--- config.mk ---
export PLATFORM = sky130hd
export DESIGN_NAME = rcp_dir
export DESIGN_NICKNAME = d
export VERILOG_FILES = /design/src/rcp_pkg.sv /design/src/rcp_dir.sv
export SDC_FILE = /design/constraint.sdc
export NUM_CORES = 2
export LEC_CHECK = 0
export ABC_AREA = 1
export BUFFER_PORTS_ARGS = -buffer_cell sky130_fd_sc_hd__buf_2
export CORE_MARGIN = 5
export CORE_UTILIZATION = 60
export DETAILED_ROUTE_END_ITERATION = 10
export HOLD_SLACK_MARGIN = 0.08
export PLACE_DENSITY = 0.79
export SETUP_SLACK_MARGIN = 0.15
export SLEW_MARGIN = 20
export SYNTH_ARGS = -nofsm -noshare
export SYNTH_HDL_FRONTEND = slang
export SYNTH_SLANG_ARGS = --single-unit
--- constraint.sdc ---
create_clock -name clk -period 18.7 [get_ports clk]
set_input_delay 0.935 -clock clk [delete_from_list [all_inputs] [get_ports clk]]
set_output_delay 0.935 -clock clk [all_outputs]
set_load 0.01 [all_outputs]
--- src/rcp_pkg.sv ---
// Package for the rope chain block: word and vector types, mode and register
// codes, shared saturating arithmetic. No dependencies.
`default_nettype none
package rcp_pkg;

    localparam int RCP_MAX_LINKS = 32;
    localparam int WORD_W        = 32;

    typedef logic [WORD_W-1:0]           word_t;
    typedef logic [2:0][WORD_W-1:0]      vec3_t;

    // Item modes.
    localparam logic [2:0] M_TICK      = 3'd0;
    localparam logic [2:0] M_DRAG_HEAD = 3'd1;
    localparam logic [2:0] M_DRAG_TAIL = 3'd2;
    localparam logic [2:0] M_STRETCH   = 3'd3;
    localparam logic [2:0] M_IMP_ALL   = 3'd4;
    localparam logic [2:0] M_IMP_ONE   = 3'd5;
    localparam logic [2:0] M_SET_SPD   = 3'd6;
    localparam logic [2:0] M_READ      = 3'd7;

    // Configuration register indexes.
    localparam logic [2:0] R_LINK_COUNT    = 3'd0;
    localparam logic [2:0] R_LINK_DISTANCE = 3'd1;
    localparam logic [2:0] R_FORCE_X       = 3'd2;
    localparam logic [2:0] R_FORCE_Y       = 3'd3;
    localparam logic [2:0] R_FORCE_Z       = 3'd4;

    localparam logic [5:0]  LINK_COUNT_RST    = 6'd8;
    localparam logic [30:0] LINK_DISTANCE_RST = 31'd65536;

    localparam word_t SAT_MAX = 32'h7FFF_FFFF;
    localparam word_t SAT_MIN = 32'h8000_0000;

    typedef struct packed {
        logic start;
        logic direct;
    } dir_req_t;

    typedef struct packed {
        logic busy;
        logic done;
        logic far;
    } dir_stat_t;

    function automatic word_t sat_add(word_t a, word_t b, logic sub);
        logic [WORD_W:0] s;
        if (sub)
            s = {a[WORD_W-1], a} - {b[WORD_W-1], b};
        else
            s = {a[WORD_W-1], a} + {b[WORD_W-1], b};
        if (s[WORD_W] != s[WORD_W-1])
            return s[WORD_W] ? SAT_MIN : SAT_MAX;
        return s[WORD_W-1:0];
    endfunction

    function automatic vec3_t sat_vadd(vec3_t a, vec3_t b, logic sub);
        vec3_t r;
        for (int k = 0; k < 3; k++)
            r[k] = sat_add(a[k], b[k], sub);
        return r;
    endfunction

endpackage
`default_nettype wire

--- src/rcp_dir.sv ---
// Direction unit: distance test and scaling of a difference to link_distance,
// with a shared multiplier, a bit-pair square root and a radix-2 divider.
// Depends on rcp_pkg.
`default_nettype none
module rcp_dir (
    input  logic             clk,
    input  logic             rst_n,
    input  rcp_pkg::dir_req_t req,
    input  rcp_pkg::vec3_t   a,
    input  rcp_pkg::vec3_t   b,
    input  logic [30:0]      link_distance,
    output rcp_pkg::dir_stat_t stat,
    output rcp_pkg::vec3_t   dir
);
    import rcp_pkg::*;

    localparam logic [3:0] D_IDLE = 4'd0;
    localparam logic [3:0] D_SQ   = 4'd1;
    localparam logic [3:0] D_LD2  = 4'd2;
    localparam logic [3:0] D_CMP  = 4'd3;
    localparam logic [3:0] D_SQRT = 4'd4;
    localparam logic [3:0] D_MUL  = 4'd5;
    localparam logic [3:0] D_CHK  = 4'd6;
    localparam logic [3:0] D_DIV  = 4'd7;

    logic [3:0]  state_reg;
    logic        done_reg;
    logic        far_reg;
    logic        direct_reg;
    logic        big_reg;
    logic [31:0] mag_reg [3];
    logic [2:0]  neg_reg;
    logic [30:0] ld_reg;
    logic [63:0] mul_reg;
    logic [63:0] sum_reg;
    logic [63:0] x_reg;
    logic [63:0] r_reg;
    logic [63:0] bit_reg;
    logic [31:0] len_reg;
    logic [31:0] rem_reg;
    logic [30:0] q_reg;
    logic [1:0]  k_reg;
    logic [4:0]  cnt_reg;
    vec3_t       dir_reg;
    logic        div_last_reg;
    logic [1:0]  div_k_reg;

    // Differences at start; a magnitude above 2^31 halves all components.
    logic [32:0] d_in  [3];
    logic [32:0] m_in  [3];
    logic        big_in;
    logic [31:0] mul_a;
    logic [31:0] mul_b;
    logic [63:0] r_plus;
    logic [32:0] rem_sh;
    logic [31:0] q_full;
    word_t       comp;
    vec3_t       dir_out;

    always_comb
    begin
        big_in = 1'b0;
        for (int k = 0; k < 3; k++)
        begin
            d_in[k] = {a[k][31], a[k]} - {b[k][31], b[k]};
            m_in[k] = d_in[k][32] ? 33'(-d_in[k]) : d_in[k];
            if (m_in[k] > 33'h0_8000_0000)
                big_in = 1'b1;
        end
    end

    always_comb
    begin
        mul_a = mag_reg[k_reg];
        mul_b = {1'b0, ld_reg};
        if (state_reg == D_SQ)
        begin
            mul_a = mag_reg[cnt_reg[1:0]];
            mul_b = mag_reg[cnt_reg[1:0]];
        end
        else if (state_reg == D_LD2)
            mul_a = {1'b0, ld_reg};
    end

    assign r_plus = r_reg + bit_reg;
    assign rem_sh = {rem_reg, mul_reg[30]};
    assign q_full = {1'b0, q_reg};
    assign comp   = neg_reg[div_k_reg] ? word_t'(-q_full) : q_full;

    always_ff @(posedge clk or negedge rst_n)
    begin
        if (!rst_n)
        begin
            state_reg <= D_IDLE;
            done_reg  <= 1'b0;
            far_reg   <= 1'b0;
        end
        else
        begin
            done_reg <= 1'b0;
            case (state_reg)
                D_IDLE:
                begin
                    if (req.start)
                        state_reg <= D_SQ;
                end
                D_SQ:
                begin
                    if (cnt_reg == 5'd3)
                        state_reg <= D_LD2;
                end
                D_LD2:
                    state_reg <= D_CMP;
                D_CMP:
                begin
                    if (!direct_reg && !big_reg && sum_reg <= mul_reg)
                    begin
                        done_reg  <= 1'b1;
                        far_reg   <= 1'b0;
                        state_reg <= D_IDLE;
                    end
                    else
                        state_reg <= D_SQRT;
                end
                D_SQRT:
                begin
                    if (cnt_reg == 5'd31)
                        state_reg <= D_MUL;
                end
                D_MUL:
                begin
                    if (len_reg == 32'd0)
                    begin
                        done_reg  <= 1'b1;
                        far_reg   <= 1'b1;
                        state_reg <= D_IDLE;
                    end
                    else
                        state_reg <= D_CHK;
                end
                D_CHK:
                begin
                    if (mul_reg[62:0] >= {len_reg, 31'd0})
                    begin
                        if (k_reg == 2'd2)
                        begin
                            done_reg  <= 1'b1;
                            far_reg   <= 1'b1;
                            state_reg <= D_IDLE;
                        end
                        else
                            state_reg <= D_MUL;
                    end
                    else
                        state_reg <= D_DIV;
                end
                D_DIV:
                begin
                    if (cnt_reg == 5'd30)
                    begin
                        if (k_reg == 2'd2)
                        begin
                            done_reg  <= 1'b1;
                            far_reg   <= 1'b1;
                            state_reg <= D_IDLE;
                        end
                        else
                            state_reg <= D_MUL;
                    end
                end
                default:
                    state_reg <= D_IDLE;
            endcase
        end
    end

    // Datapath registers carry no reset.
    always_ff @(posedge clk)
    begin
        case (state_reg)
            D_IDLE:
            begin
                if (req.start)
                begin
                    for (int k = 0; k < 3; k++)
                    begin
                        mag_reg[k] <= big_in ? m_in[k][32:1] : m_in[k][31:0];
                        neg_reg[k] <= d_in[k][32];
                    end
                    big_reg    <= big_in;
                    direct_reg <= req.direct;
                    ld_reg     <= link_distance;
                    sum_reg    <= 64'd0;
                    cnt_reg    <= 5'd0;
                end
            end
            D_SQ:
            begin
                if (cnt_reg != 5'd0)
                    sum_reg <= sum_reg + mul_reg;
                if (cnt_reg != 5'd3)
                    mul_reg <= mul_a * mul_b;
                cnt_reg <= cnt_reg + 5'd1;
            end
            D_LD2:
                mul_reg <= mul_a * mul_b;
            D_CMP:
            begin
                x_reg   <= sum_reg;
                r_reg   <= 64'd0;
                bit_reg <= 64'h4000_0000_0000_0000;
                cnt_reg <= 5'd0;
            end
            D_SQRT:
            begin
                if (x_reg >= r_plus)
                begin
                    x_reg <= x_reg - r_plus;
                    r_reg <= (r_reg >> 1) + bit_reg;
                    if (cnt_reg == 5'd31)
                        len_reg <= 32'((r_reg >> 1) + bit_reg);
                end
                else
                begin
                    r_reg <= r_reg >> 1;
                    if (cnt_reg == 5'd31)
                        len_reg <= 32'(r_reg >> 1);
                end
                bit_reg <= bit_reg >> 2;
                cnt_reg <= cnt_reg + 5'd1;
                k_reg   <= 2'd0;
            end
            D_MUL:
            begin
                if (len_reg == 32'd0)
                    dir_reg <= '0;
                mul_reg <= mul_a * mul_b;
            end
            D_CHK:
            begin
                if (mul_reg[62:0] >= {len_reg, 31'd0})
                begin
                    dir_reg[k_reg] <= neg_reg[k_reg] ? word_t'(-SAT_MAX) : SAT_MAX;
                    k_reg          <= k_reg + 2'd1;
                end
                else
                begin
                    rem_reg <= mul_reg[62:31];
                    q_reg   <= 31'd0;
                    cnt_reg <= 5'd0;
                end
            end
            D_DIV:
            begin
                // One quotient bit per cycle, next dividend bit from the product.
                if (rem_sh >= {1'b0, len_reg})
                begin
                    rem_reg <= 32'(rem_sh - {1'b0, len_reg});
                    q_reg   <= {q_reg[29:0], 1'b1};
                end
                else
                begin
                    rem_reg <= rem_sh[31:0];
                    q_reg   <= {q_reg[29:0], 1'b0};
                end
                mul_reg <= mul_reg << 1;
                cnt_reg <= cnt_reg + 5'd1;
                if (cnt_reg == 5'd30)
                begin
                    k_reg <= k_reg + 2'd1;
                end
            end
            default:
            begin
            end
        endcase
        if (div_last_reg)
            dir_reg[div_k_reg] <= comp;
    end

    // The last quotient bit is registered in q_reg as D_DIV ends; div_last_reg flags it for storing.
    always_ff @(posedge clk or negedge rst_n)
    begin
        if (!rst_n)
            div_last_reg <= 1'b0;
        else
            div_last_reg <= (state_reg == D_DIV) && (cnt_reg == 5'd30);
    end

    always_ff @(posedge clk)
    begin
        div_k_reg <= k_reg;
    end

    always_comb
    begin
        dir_out = dir_reg;
        if (div_last_reg)
            dir_out[div_k_reg] = comp;
    end

    assign dir       = dir_out;
    assign stat.busy = (state_reg != D_IDLE) || div_last_reg;
    assign stat.done = done_reg && !div_last_reg ? 1'b1 : (div_last_reg && div_k_reg == 2'd2);
    assign stat.far  = div_last_reg ? 1'b1 : far_reg;

endmodule
`default_nettype wire

==> results.toml <==
[sta]
setup_viol = 0
fin_tns_setup_ns = 0
timing.fmax_mhz = 94.80
post-route-min-period_ns = 10.55
rsz0062_at_grt = "false"
hold_viol = 0
slew_headroom = 0.2257
finalClockSkew_ns = 0.05826
report.final.slew_viol_count = 0
min_period_over_period = 0.5641
worst_pin_slew_ns = 1.153

[logic_synthesis]
synthTopCellsByCount = "nand2_1, inv_1, nor2_1"
synth_seq_cells = 630
synth.most_common_cell = "nand2_1"
avgSynthCellArea_um2 = 7.072
async_flop_share = 0.009524
synth_warnings = 0
yosysTopAreaCell = "fa_1"
ys_top_cells_by_area = "fa_1, edfxtp_1, nand2_1"
synth_edf_count = 522
yosysUniqueCellTypes = 61
ys.flop_type = "edfxtp_1"
synth_top_area_share = 0.1965
syn-cell-area_um2 = 91890
synth_nets = 14810
yosysSeqAreaShare = 0.1944
netlist_instances = 12990

[drt]
drt-initial-drc-count = 10010
wl_um = 329700
postRouteAntennaNets = 0
viasPerCell = 5.884
drc_errors = 0
dr_total_vias = 89680
firstDrtPassIters = 7
wl_per_cell_um = 21.63

[die]
die_y_um = 401.3
num_rows = 143
start_util = 0.6042
die_w_um = 401.3
core_area_um2 = 152100
ioPinCount = 326
die-area_um2 = 161100

[job]
drv_cap = 0

[clock_network]
clock-sinks = 630
cts_buffers = 73
cts_max_level = 3
cts_buffer_depth = 3
root_buffer = "clkbuf_16"
clk-insertion-delay-late_ns = 0.71
post-cts-setup-buffers = 0
cts_tree = "yes"
clk_pin_slew_ns = 0.07
post_cts_resized = 0
hold_buffers = 1

[setup_path]
startpoint = "state_reg[0]"
critPathMaxFanout = 59
regToRegEndpoint = "mul_reg[60]"
r2r_slack_ns = 8.15
worst_setup_path_start_kind = "flop"
crit_required_ns = 19.19
critPathSlowestCell = "clkinv_1"
slowest_delay_ns = 0.73
crit_end = "mul_reg[60]"
r2r-start = "state_reg[0]"
crit_top_cell = "fa_1"
critPathKind = "reg -> reg"
cp-end-kind = "flop"
reg2reg_depth = 33
arrival_ns = 11.04

[cells_and_area]
nNetsFinal = 14970
final_area_um2 = 98160
syn_to_final_growth_pct = 6.827
drive_above_1_share = 0.05431

[global_routing]
grt_max_degree = 97
grt_usage = 0.3996
overflow = 0
grt_first_pass_wirelength_um = 503800
antenna_found_initial = 20
grt_pass1_vias = 88300

[min_path]
min_path_type = "in -> reg"

[place]
gp_congestion = 1.110
dpl_cell_area_um2 = 95670
io_buffers = 325
dpl.hpwl_um = 266300

[status]
status = "completed"
-- layout by cell type, fill, tap and decap left out, types with 79 or more instances in the layout --
master and count:
xor2_1 172, dfxtp_1 100, o211ai_1 87, fa_1 902, o21bai_1 107, nand3_1 533
nand2_1 2797, o21ai_0 677, a21oi_1 815, a31oi_1 79, inv_1 2596, nand4_1 118
edfxtp_1 522, nor3_1 103, buf_4 121, ha_1 691, xnor2_1 106, buf_2 325
nor2_1 1693
-- area by class of cell --
class | instances | area [µm²]
diodes | 11 | 27.53
clock buffers | 92 | 1939
clock inverters | 39 | 514.2
fillers | 13730 | 53920
inverters | 2650 | 9951
multi-input cells | 9343 | 62780
flip-flops and latches | 630 | 17870
well taps | 2030 | 2540
repair buffers | 447 | 2545
-- cell families (layout without fill, tap and decap cells) --
| group | count (synthesis) | after routing | synth area share |
|---|---|---|---|
| compound gates | 2039 | 2039 | 0.1241 |
| xor+xnor | 278 | 278 | 0.02650 |
| fa+ha+maj | 1593 | 1593 | 0.2906 |
| buf+inv | 3021 | 3228 | 0.1249 |
| flops | 630 | 630 | 0.1944 |
| other cells | 0 | 11 | 0 |
| simple gates | 5433 | 5433 | 0.2395 |
-- stage by stage --
stage	utilization	std cells	worst slack, ns	hold slack [ns]
2_1_floorplan	-	12990	10.40	0.4180
3_3_place_gp	0.6290	15100	8.596	0.4413
3_5_place_dp	0.6291	15100	8.487	0.4507
4_1_cts	0.6452	15230	8.418	0.3653
5_1_grt	0.6454	15240	7.748	0.3951
6_report	0.6455	15240	8.152	0.4030
-- worst max-delay path, delay by kind of cell (launching register included) --
family	cells	cell delay, ns
flip-flops	1	0.40
adder cells (fa/ha/maj)	9	4.46
buffers and inverters	9	2.29
AND/OR/NAND/NOR	9	2.03
XOR/XNOR	1	0.17
AO/OA/AOI/OAI	5	0.95
-- worst min path at each step --
stage | startpoint | endpoint | slack, ns | cells after the start
after floorplan | k_reg[1] | div_k_reg[1] | 0.42 | 0
after global placement | k_reg[1] | div_k_reg[1] | 0.44 | 0
after detailed placement | k_reg[0] | div_k_reg[0] | 0.45 | 0
after CTS | link_distance[19] | ld_reg[19] | 0.37 | 1
after global routing | link_distance[23] | ld_reg[23] | 0.40 | 1
final | link_distance[19] | ld_reg[19] | 0.40 | 1
-- per-layer routing --
layer / vias to the layer above / wire, µm / global-route usage / part of all wire
met3: 1287 / 35810 / 0.08901 / 0.11
met1: 42010 / 124100 / 0.5023 / 0.38
met4: 10 / 24330 / 0.2337 / 0.074
met2: 5179 / 145400 / 0.6359 / 0.44
met5: - / 75 / 0 / 0.00023
li1: 41200 / - / - / -
Power is not shown: default switching activity piles up to over one toggle a cycle in this logic, so the estimate is an artifact.
